===== config.mk =====
export PLATFORM = sky130hd
export DESIGN_NAME = log_record_deframer_crc32
export DESIGN_NICKNAME = d
export VERILOG_FILES = /design/src/rtl/lrd_pkg.sv /design/src/rtl/lrd_parser.sv /design/src/rtl/lrd_out_fifo.sv /design/src/rtl/log_record_deframer_crc32.sv
export SDC_FILE = /design/constraint.sdc
export NUM_CORES = 2
export LEC_CHECK = 0
export BUFFER_PORTS_ARGS = -buffer_cell sky130_fd_sc_hd__buf_2
export CAP_MARGIN = 20
export CORE_MARGIN = 3
export CORE_UTILIZATION = 50
export DETAILED_ROUTE_END_ITERATION = 6
export MAX_ROUTING_LAYER = met4
export PLACE_DENSITY = 0.71
export SLEW_MARGIN = 20
export SYNTH_ARGS = -nofsm -noshare
export SYNTH_HDL_FRONTEND = slang
export SYNTH_SLANG_ARGS = --single-unit

===== constraint.sdc =====
create_clock -name clk_i -period 14.2 [get_ports clk_i]
set_clock_uncertainty 0.15 [all_clocks]
set_input_delay 1.42 -clock clk_i [delete_from_list [all_inputs] [get_ports clk_i]]
set_output_delay 1.42 -clock clk_i [all_outputs]
set_load 0.05 [all_outputs]

===== src/rtl/lrd_pkg.sv =====
package lrd_pkg;

  localparam int unsigned MagicBytesDef = 5;
  localparam logic [31:0] CrcPoly       = 32'hEDB88320;
  localparam logic [31:0] CrcInit       = 32'hFFFFFFFF;

  typedef enum logic [3:0] {
    KIND_KEY_BYTE   = 4'd0,
    KIND_VALUE_BYTE = 4'd1,
    KIND_META_OK    = 4'd2,
    KIND_ENTRY_OK   = 4'd3,
    KIND_CLEAN_END  = 4'd4,
    KIND_TRUNCATED  = 4'd5,
    KIND_UNKNOWN    = 4'd6,
    KIND_BAD_HEADER = 4'd7,
    KIND_BAD_VER    = 4'd8,
    KIND_CRC_ERR    = 4'd9,
    KIND_LEN_ERR    = 4'd10
  } kind_e;

  typedef enum logic [1:0] {
    REG_MAGIC   = 2'd0,
    REG_VERSION = 2'd1,
    REG_META    = 2'd2,
    REG_ENTRY   = 2'd3
  } reg_idx_e;

  typedef struct packed {
    logic [39:0] magic;
    logic [15:0] version;
    logic [7:0]  meta_code;
    logic [7:0]  entry_code;
  } cfg_t;

  // One accepted byte yields at most a first result and optionally a trailing status.
  typedef struct packed {
    logic        two;
    kind_e       kind1;
    logic [7:0]  pay;
    logic [63:0] term;
    logic [63:0] idx;
    logic [31:0] vote;
    logic [7:0]  cmd;
    logic [15:0] klen;
    logic [31:0] vlen;
    kind_e       kind2;
  } ent_t;

  // Reflected CRC-32, one byte.
  function automatic logic [31:0] crc_byte(input logic [31:0] c, input logic [7:0] b);
    logic [31:0] r;
    r = c ^ {24'd0, b};
    for (int i = 0; i < 8; i++) begin
      r = r[0] ? ((r >> 1) ^ CrcPoly) : (r >> 1);
    end
    return r;
  endfunction

endpackage


===== src/rtl/lrd_parser.sv =====
module lrd_parser #(
  parameter int unsigned MAGIC_BYTES = lrd_pkg::MagicBytesDef
) (
  input  logic          clk_i,
  input  logic          rst_ni,
  input  lrd_pkg::cfg_t cfg_i,
  input  logic          fire_i,
  input  logic [7:0]    byte_i,
  input  logic          eol_i,
  output logic          push_o,
  output lrd_pkg::ent_t ent_o
);
  import lrd_pkg::*;

  typedef enum logic [3:0] {
    PH_MAGIC, PH_VERSION, PH_TYPE, PH_M_TERM, PH_M_VOTE, PH_M_CRC,
    PH_E_LEN, PH_E_TERM, PH_E_INDEX, PH_E_CMD, PH_E_KLEN, PH_E_KEY,
    PH_E_VLEN, PH_E_VAL, PH_E_CRC
  } phase_e;

  phase_e      phase_q, phase_d;
  logic [3:0]  fbc_q, fbc_d;
  logic [31:0] crc_q, crc_d;
  logic [63:0] shift_q, shift_d;
  logic [63:0] term_q, term_d;
  logic [63:0] index_q, index_d;
  logic [31:0] vote_q, vote_d;
  logic [7:0]  cmd_q, cmd_d;
  logic [15:0] klen_q, klen_d;
  logic [31:0] vlen_q, vlen_d;
  logic [31:0] left_q, left_d;
  logic [31:0] dlen_q, dlen_d;
  logic        halted_q, halted_d;

  logic [63:0] acc;
  logic [3:0]  cnt1;
  logic [63:0] magic_ext;
  logic [7:0]  magic_byte;
  logic [33:0] len_sum;
  logic        f_valid, s_valid;
  ent_t        f;
  kind_e       s_kind;

  assign acc        = shift_q | ({56'd0, byte_i} << {fbc_q[2:0], 3'b000});
  assign cnt1       = fbc_q + 4'd1;
  assign magic_ext  = {24'd0, cfg_i.magic};
  assign magic_byte = magic_ext[{fbc_q[2:0], 3'b000} +: 8];
  assign len_sum    = 34'd23 + {18'd0, klen_q} + {2'd0, acc[31:0]};

  always_comb begin
    phase_d  = phase_q;  fbc_d   = fbc_q;   crc_d   = crc_q;  shift_d = shift_q;
    term_d   = term_q;   index_d = index_q; vote_d  = vote_q; cmd_d   = cmd_q;
    klen_d   = klen_q;   vlen_d  = vlen_q;  left_d  = left_q; dlen_d  = dlen_q;
    halted_d = halted_q;
    f        = '0;
    f.kind1  = KIND_KEY_BYTE;
    f.kind2  = KIND_CLEAN_END;
    f_valid  = 1'b0;
    s_valid  = 1'b0;
    s_kind   = KIND_CLEAN_END;

    if (!halted_q) begin
      case (phase_q)
        PH_MAGIC: begin
          if (byte_i != magic_byte) begin
            f_valid = 1'b1; f.kind1 = KIND_BAD_HEADER; halted_d = 1'b1;
          end else if (cnt1 >= 4'(MAGIC_BYTES)) begin
            fbc_d = '0; phase_d = PH_VERSION;
          end else begin
            fbc_d = cnt1;
          end
        end
        PH_VERSION: begin
          shift_d = acc; fbc_d = cnt1;
          if (cnt1 >= 4'd2) begin
            shift_d = '0; fbc_d = '0;
            if (acc[15:0] != cfg_i.version) begin
              f_valid = 1'b1; f.kind1 = KIND_BAD_VER; halted_d = 1'b1;
            end else begin
              phase_d = PH_TYPE;
            end
          end
        end
        PH_TYPE: begin
          if (byte_i == cfg_i.meta_code || byte_i == cfg_i.entry_code) begin
            phase_d = (byte_i == cfg_i.meta_code) ? PH_M_TERM : PH_E_LEN;
            crc_d   = crc_byte(CrcInit, byte_i);
            shift_d = '0; fbc_d = '0;
          end else begin
            f_valid = 1'b1; f.kind1 = KIND_UNKNOWN; halted_d = 1'b1;
          end
        end
        PH_M_TERM, PH_E_TERM, PH_E_INDEX: begin
          crc_d = crc_byte(crc_q, byte_i);
          shift_d = acc; fbc_d = cnt1;
          if (cnt1 >= 4'd8) begin
            shift_d = '0; fbc_d = '0;
            if (phase_q == PH_E_INDEX) begin
              index_d = acc; phase_d = PH_E_CMD;
            end else begin
              term_d  = acc;
              phase_d = (phase_q == PH_M_TERM) ? PH_M_VOTE : PH_E_INDEX;
            end
          end
        end
        PH_M_VOTE, PH_E_LEN: begin
          crc_d = crc_byte(crc_q, byte_i);
          shift_d = acc; fbc_d = cnt1;
          if (cnt1 >= 4'd4) begin
            shift_d = '0; fbc_d = '0;
            if (phase_q == PH_M_VOTE) begin
              vote_d = acc[31:0]; phase_d = PH_M_CRC;
            end else begin
              dlen_d = acc[31:0]; phase_d = PH_E_TERM;
            end
          end
        end
        PH_M_CRC, PH_E_CRC: begin
          shift_d = acc; fbc_d = cnt1;
          if (cnt1 >= 4'd4) begin
            shift_d = '0; fbc_d = '0;
            f_valid = 1'b1;
            if (acc[31:0] != ~crc_q) begin
              f.kind1 = KIND_CRC_ERR; halted_d = 1'b1;
            end else begin
              phase_d = PH_TYPE;
              f.term  = term_q;
              if (phase_q == PH_M_CRC) begin
                f.kind1 = KIND_META_OK;
                f.vote  = vote_q;
              end else begin
                f.kind1 = KIND_ENTRY_OK;
                f.idx   = index_q;
                f.cmd   = cmd_q;
                f.klen  = klen_q;
                f.vlen  = vlen_q;
              end
            end
          end
        end
        PH_E_CMD: begin
          crc_d = crc_byte(crc_q, byte_i);
          cmd_d = byte_i; phase_d = PH_E_KLEN;
        end
        PH_E_KLEN: begin
          crc_d = crc_byte(crc_q, byte_i);
          shift_d = acc; fbc_d = cnt1;
          if (cnt1 >= 4'd2) begin
            shift_d = '0; fbc_d = '0;
            klen_d  = acc[15:0];
            left_d  = {16'd0, acc[15:0]};
            phase_d = (acc[15:0] != 16'd0) ? PH_E_KEY : PH_E_VLEN;
          end
        end
        PH_E_KEY, PH_E_VAL: begin
          crc_d   = crc_byte(crc_q, byte_i);
          f_valid = 1'b1;
          f.kind1 = (phase_q == PH_E_KEY) ? KIND_KEY_BYTE : KIND_VALUE_BYTE;
          f.pay   = byte_i;
          left_d  = left_q - 32'd1;
          if (left_q == 32'd1) begin
            phase_d = (phase_q == PH_E_KEY) ? PH_E_VLEN : PH_E_CRC;
          end
        end
        PH_E_VLEN: begin
          crc_d = crc_byte(crc_q, byte_i);
          shift_d = acc; fbc_d = cnt1;
          if (cnt1 >= 4'd4) begin
            shift_d = '0; fbc_d = '0;
            vlen_d  = acc[31:0];
            if ({2'd0, dlen_q} != len_sum) begin
              f_valid = 1'b1; f.kind1 = KIND_LEN_ERR; halted_d = 1'b1;
            end else begin
              left_d  = acc[31:0];
              phase_d = (acc[31:0] != 32'd0) ? PH_E_VAL : PH_E_CRC;
            end
          end
        end
        default: ;
      endcase

      if (eol_i && !halted_d) begin
        s_valid = 1'b1;
        if (phase_d == PH_TYPE) begin
          s_kind = KIND_CLEAN_END;
        end else if (phase_d == PH_MAGIC || phase_d == PH_VERSION) begin
          s_kind = KIND_BAD_HEADER;
        end else begin
          s_kind = KIND_TRUNCATED;
        end
      end
    end

    // end of image: parse state back to its reset value
    if (eol_i) begin
      phase_d = PH_MAGIC; fbc_d = '0; crc_d = CrcInit; shift_d = '0;
      term_d = '0; index_d = '0; vote_d = '0; cmd_d = '0; klen_d = '0;
      vlen_d = '0; left_d = '0; dlen_d = '0; halted_d = 1'b0;
    end

    ent_o = f;
    if (f_valid) begin
      ent_o.two   = s_valid;
      ent_o.kind2 = s_kind;
    end else begin
      ent_o.two   = 1'b0;
      ent_o.kind1 = s_kind;
    end
    push_o = fire_i && (f_valid || s_valid);
  end

  always_ff @(posedge clk_i or negedge rst_ni) begin
    if (!rst_ni) begin
      phase_q <= PH_MAGIC; fbc_q <= '0; crc_q <= CrcInit; shift_q <= '0;
      term_q <= '0; index_q <= '0; vote_q <= '0; cmd_q <= '0; klen_q <= '0;
      vlen_q <= '0; left_q <= '0; dlen_q <= '0; halted_q <= 1'b0;
    end else if (fire_i) begin
      phase_q <= phase_d; fbc_q <= fbc_d; crc_q <= crc_d; shift_q <= shift_d;
      term_q <= term_d; index_q <= index_d; vote_q <= vote_d; cmd_q <= cmd_d;
      klen_q <= klen_d; vlen_q <= vlen_d; left_q <= left_d; dlen_q <= dlen_d;
      halted_q <= halted_d;
    end
  end

  a_halt_silent: assert property (@(posedge clk_i) disable iff (!rst_ni)
    (fire_i && halted_q) |-> !push_o)
    else $error("result produced while halted");
  a_eol_restart: assert property (@(posedge clk_i) disable iff (!rst_ni)
    (fire_i && eol_i) |=> (phase_q == PH_MAGIC && !halted_q && fbc_q == 4'd0))
    else $error("parse state not restarted after end of log");
  a_eol_reports: assert property (@(posedge clk_i) disable iff (!rst_ni)
    (fire_i && eol_i && !halted_q) |-> push_o)
    else $error("end of log without a result");
  a_fbc_range: assert property (@(posedge clk_i) disable iff (!rst_ni)
    fbc_q < 4'd8)
    else $error("field byte count out of range");

endmodule


===== src/rtl/lrd_out_fifo.sv =====
module lrd_out_fifo (
  input  logic          clk_i,
  input  logic          rst_ni,
  input  logic          push_i,
  input  lrd_pkg::ent_t ent_i,
  output logic          space_o,
  output logic          valid_o,
  input  logic          ready_i,
  output logic [3:0]    kind_o,
  output logic [7:0]    pay_o,
  output logic [63:0]   term_o,
  output logic [63:0]   idx_o,
  output logic [31:0]   vote_o,
  output logic [7:0]    cmd_o,
  output logic [15:0]   klen_o,
  output logic [31:0]   vlen_o,
  output logic          last_o
);
  import lrd_pkg::*;

  ent_t       mem_q [2];
  logic       wr_q, rd_q, sub_q;
  logic [1:0] cnt_q;
  logic       pop, fire;
  ent_t       head;

  assign head    = mem_q[rd_q];
  assign valid_o = (cnt_q != 2'd0);
  assign space_o = (cnt_q != 2'd2);
  assign fire    = valid_o && ready_i;
  assign last_o  = sub_q || !head.two;
  assign pop     = fire && last_o;

  // trailing status carries zero record fields
  always_comb begin
    kind_o = sub_q ? head.kind2 : head.kind1;
    pay_o  = sub_q ? '0 : head.pay;
    term_o = sub_q ? '0 : head.term;
    idx_o  = sub_q ? '0 : head.idx;
    vote_o = sub_q ? '0 : head.vote;
    cmd_o  = sub_q ? '0 : head.cmd;
    klen_o = sub_q ? '0 : head.klen;
    vlen_o = sub_q ? '0 : head.vlen;
  end

  always_ff @(posedge clk_i) begin
    if (push_i) begin
      mem_q[wr_q] <= ent_i;
    end
  end

  always_ff @(posedge clk_i or negedge rst_ni) begin
    if (!rst_ni) begin
      wr_q <= 1'b0; rd_q <= 1'b0; sub_q <= 1'b0; cnt_q <= '0;
    end else begin
      if (push_i) wr_q <= ~wr_q;
      if (pop) rd_q <= ~rd_q;
      if (fire) sub_q <= !last_o;
      cnt_q <= cnt_q + {1'b0, push_i} - {1'b0, pop};
    end
  end

  a_cnt_max: assert property (@(posedge clk_i) disable iff (!rst_ni)
    cnt_q <= 2'd2)
    else $error("result queue overflow");
  a_sub_two: assert property (@(posedge clk_i) disable iff (!rst_ni)
    sub_q |-> (valid_o && head.two))
    else $error("second result selected on a single-result entry");
  a_no_push_full: assert property (@(posedge clk_i) disable iff (!rst_ni)
    push_i |-> space_o)
    else $error("push into full queue");

endmodule


===== src/rtl/log_record_deframer_crc32.sv =====
// Channel | Handshake              | Payload
// in      | in_valid_i/in_ready_o  | in_byte_i, end_of_log_i
// out     | out_valid_o/out_ready_i| kind_o .. value_length_o, last_of_run_o
// cfg     | cfg_we_i               | cfg_index_i, cfg_wdata_i
//
// One byte request per cycle while a queue slot is free: the parse state step
// (CRC byte, field shift, compares) is combinational, results land in a
// 2-entry result queue. A byte giving two results (record/byte plus end status)
// is read out as two transfers; input throttles only when the queue is full.
// Reset clears parse state and loads register defaults; no clearing pass.
module log_record_deframer_crc32 #(
  parameter int unsigned MAGIC_BYTES = lrd_pkg::MagicBytesDef
) (
  input  logic        clk_i,
  input  logic        rst_ni,
  input  logic        in_valid_i,
  output logic        in_ready_o,
  input  logic [7:0]  in_byte_i,
  input  logic        end_of_log_i,
  output logic        out_valid_o,
  input  logic        out_ready_i,
  output logic [3:0]  kind_o,
  output logic [7:0]  payload_byte_o,
  output logic [63:0] term_o,
  output logic [63:0] log_index_o,
  output logic signed [31:0] voted_for_o,
  output logic [7:0]  command_o,
  output logic [15:0] key_length_o,
  output logic [31:0] value_length_o,
  output logic        last_of_run_o,
  input  logic        cfg_we_i,
  input  logic [1:0]  cfg_index_i,
  input  logic [39:0] cfg_wdata_i
);
  import lrd_pkg::*;

  cfg_t        cfg_q;
  logic        in_fire;
  logic        push;
  ent_t        ent;
  logic [31:0] vote;

  // config registers, to be written only while idle; the block does not enforce it
  always_ff @(posedge clk_i or negedge rst_ni) begin
    if (!rst_ni) begin
      cfg_q.magic      <= '0;
      cfg_q.version    <= 16'd1;
      cfg_q.meta_code  <= 8'd1;
      cfg_q.entry_code <= 8'd2;
    end else if (cfg_we_i) begin
      case (reg_idx_e'(cfg_index_i))
        REG_MAGIC:   cfg_q.magic      <= cfg_wdata_i;
        REG_VERSION: cfg_q.version    <= cfg_wdata_i[15:0];
        REG_META:    cfg_q.meta_code  <= cfg_wdata_i[7:0];
        REG_ENTRY:   cfg_q.entry_code <= cfg_wdata_i[7:0];
        default: ;
      endcase
    end
  end

  assign in_fire = in_valid_i && in_ready_o;

  lrd_parser #(.MAGIC_BYTES(MAGIC_BYTES)) u_parser (
    .clk_i  (clk_i),
    .rst_ni (rst_ni),
    .cfg_i  (cfg_q),
    .fire_i (in_fire),
    .byte_i (in_byte_i),
    .eol_i  (end_of_log_i),
    .push_o (push),
    .ent_o  (ent)
  );

  // results queue; a request is taken whenever a slot is free
  lrd_out_fifo u_out (
    .clk_i   (clk_i),
    .rst_ni  (rst_ni),
    .push_i  (push),
    .ent_i   (ent),
    .space_o (in_ready_o),
    .valid_o (out_valid_o),
    .ready_i (out_ready_i),
    .kind_o  (kind_o),
    .pay_o   (payload_byte_o),
    .term_o  (term_o),
    .idx_o   (log_index_o),
    .vote_o  (vote),
    .cmd_o   (command_o),
    .klen_o  (key_length_o),
    .vlen_o  (value_length_o),
    .last_o  (last_of_run_o)
  );

  assign voted_for_o = signed'(vote);

endmodule


==> flow_metrics.tcl <==
set metrics [dict create \
    netlist.area_leader.share 0.324 \
    hold_end "u_parser.index_q[28]$_DFFE_PN0P_" \
    dieArea_um2 89200 \
    grt_pass1_wl_um 182000 \
    startpoint_type "input port" \
    cp_common_cell "buf_4" \
    hold_class "flop to flop" \
    crit_required_ns 14.31 \
    area_delta_synth_final_pct 13.3 \
    r2r_slack_ns 6.38 \
    finalNonFillerCells 5158 \
    finalCritPeriodShare 0.593 \
    synth_top_family_by_area "simple AND/OR/NAND/NOR gates" \
    finalPower_mw 10.6 \
    ant_nets 0 \
    drt-vias-per-instance 5.74 \
    ios 287 \
    finalSetupTns_ns 0 \
    dp_hpwl_um 79800 \
    die_height_um 299 \
    grt_overflow_total 0 \
    max_cap_viol_count 0 \
    syn_avg_cell_area_um2 11.5 \
    synthFlopType "edfxtp_1" \
    routabilityCongestion 0.994 \
    final_hold_viol_count 0 \
    hold-worst-slack_ns 0.319 \
    drt-initial-drc-count 2967 \
    ff_latch_area_um2 25500 \
    insertion_delay_ns 0.67 \
    placed_cells 4972 \
    cts_root_buffer "clkbuf_16" \
    irDropWorstVdd_v 0.000187 \
    relSlewSlack 0.248 \
    p_leak_nw 20.2 \
    hold_depth 2 \
    drt_first_pass_iters 6 \
    postSynthCellCount 3737 \
    fin_nets 4018 \
    synth.distinct_cells 92 \
    synthAdderAreaFrac 0.00800 \
    setup_viol 0 \
    vias 29600 \
    worst_setup_path_end_kind "flop" \
    async_flop_share 0.500 \
    grt_max_degree 163 \
    power.density_nw_per_um2 218 \
    ys.warnings.count 0 \
    synthMostInstantiatedCell "edfxtp_1" \
    worstHoldStart "u_parser.index_q[28]$_DFFE_PN0P_" \
    cpMaxStageDelayCell "buf_4" \
    htree_levels 3 \
    synth_area_leader_cell "edfxtp_1" \
    final.fill_count 6924 \
    synthSimpleGateAreaFrac 0.132 \
    netlist_top_cells_count "462 x edfxtp_1, 427 x dfrtp_1, 424 x nor2_1, 315 x nand2_1, 306 x o21ai_0" \
    cts_buffer_depth 3 \
    wl_per_cell_um 23.5 \
    clk_pin_slew_ns 0.06 \
    rr_endpoint "u_out.mem_q[0][46]$_DFFE_PP_" \
    fp.dieW_um 299 \
    rsz0062_at_grt "false" \
    drc_errors 0 \
    syn_area_um2 42800 \
    rows 106 \
    cts_buffers 94 \
    min_period_ns 8.42 \
    reg2reg_from "u_parser.fbc_q[2]$_DFFE_PN0P_" \
    synth_xor_area_frac 0.0533 \
    drive_above_1_share 0.181 \
    critical_path_arrival_ns 8.53 \
    synth_mux_area_frac 0.0937 \
    cts_setup_buffers 0 \
    outcome "finished clean" \
    synth_seq_area_share 0.595 \
    cts_resized 0 \
    cts_hold_buf 0 \
    critical_path.cell_chain "buf_2 -> buf_4 -> nor2b_1 -> a21oi_1 -> inv_1 -> ha_1 -> fa_1 -> a21o_1 -> a221oi_2 -> o211a_1 -> xnor2_1 -> or4_1 -> nor4_1 -> and4_1 -> nand3_1 -> a311oi_2 -> a31oi_4 -> nor2_4 -> buf_4 -> buf_4" \
    synth-compound-area-share 0.0912 \
    synth-edff-count 462 \
    cpLargestDelayFamily "buffers and inverters" \
    initial_core_util 0.509 \
    clock-sinks 924 \
    antenna_found_initial 14 \
    path_buf_inv 5 \
    cp_slowest_stage_delay_ns 0.92 \
    cts_tree "built" \
    path_max_fanout 75 \
    track_usage 0.275 \
    final_max_slew_viol_count 0 \
    synth.area.top_cells "edfxtp_1 32%, dfrtp_1 25%, mux2i_1 5.4%" \
    r2r_cells 19 \
    io_buffers 286 \
    wirelength_um 121000 \
    synth-seq-cells 924 \
    core_um2 84200 \
    path_class "input port to flop" \
    max_slew.worst_pin.slew_ns 1.13 \
    fmax_ghz 0.119 \
    first_global_vias 28700 \
    multi_input_area_um2 16300 \
]
-- layout make-up --
type	instances	area share
clock buffer	137	0.0554
antenna	7	0.000361
clock inverter	40	0.00900
tap	1134	0.0292
inverter	49	0.00379
multi-input combinational	2523	0.337
timing repair buffer	344	0.0400
sequential	924	0.525
-- power by group --
part	internal (mW)	switching, mW
registers	3.37	0.362
clock network	1.42	1.06
logic	1.29	3.08
-- metrics by stage --
stage | util | setup slack (ns) | cell area, µm²
finish | 0.576 | 5.78 | 48500
global placement | 0.538 | 5.25 | 45300
floorplan | - | -1.46 | 42800
detailed placement | 0.538 | 5.16 | 45300
global route | 0.576 | 5.44 | 48500
CTS | 0.575 | 5.84 | 48400
-- routing by layer --
| layer | vias to the layer above | routed length [µm] | global-route usage |
|---|---|---|---|
| met5 | - | 0 | - |
| li1 | 13600 | - | - |
| met4 | 0 | 3400 | 0.0848 |
| met3 | 207 | 9130 | 0.0483 |
| met1 | 14700 | 51600 | 0.376 |
| met2 | 1107 | 56900 | 0.423 |
-- worst register-to-register path, cell delays in order (launching register included) --
cell and delay, ns:
dfrtp_1 0.32, buf_4 0.33, nor2b_1 0.15, a21oi_1 0.41
inv_1 0.23, ha_1 0.29, fa_1 0.47, a21o_1 0.22
a221oi_2 0.66, o211a_1 0.33, xnor2_1 0.09, or4_1 0.52
nor4_1 0.36, and4_1 0.30, nand3_1 0.18, a311oi_2 0.34
a31oi_4 0.11, nor2_4 0.12, buf_4 0.79, buf_4 0.95
-- kinds of logic after synthesis --
kind of cell | Yosys count
xor+xnor | 260
simple gates | 1190
mux | 376
fa+ha+maj | 27
flops | 924
buf+inv | 291
compound gates | 668
other cells | 1
-- state kept, by name, indices dropped and copies added, names as in the netlist, 64 cells and up --
name,cells
u_parser.shift_q,64
u_parser.term_q,64
cfg_q,72
u_parser.index_q,64
u_out.mem_q,462
-- cells in the final DEF, fill, tap and decap left out, types with 154 or more instances in the layout --
| cell type | Yosys | layout |
|---|---|---|
| nand2_1 | 315 | 314 |
| a21oi_1 | 154 | 154 |
| dfrtp_1 | 427 | 425 |
| o21ai_0 | 306 | 297 |
| and2_1 | 189 | 189 |
| buf_2 | 6 | 285 |
| mux2i_1 | 231 | 231 |
| xnor2_1 | 189 | 189 |
| edfxtp_1 | 462 | 462 |
| nor2_1 | 424 | 418 |
-- worst max path at each step --
stage	startpoint	depth (start not counted)	slack [ns]	to
floorplan	in_byte_i[0]	17	-1.46	u_out.mem_q[0][0]$_DFFE_PP_
global placement	in_byte_i[0]	20	5.25	u_out.mem_q[0][129]$_DFFE_PP_
detailed placement	in_byte_i[0]	20	5.16	u_out.mem_q[0][74]$_DFFE_PP_
CTS	in_byte_i[0]	20	5.84	u_out.mem_q[0][170]$_DFFE_PP_
global route	in_byte_i[0]	20	5.44	u_out.mem_q[0][51]$_DFFE_PP_
finish	in_byte_i[0]	20	5.78	u_out.mem_q[0][46]$_DFFE_PP_
Power figures use the tool's default switching activity.
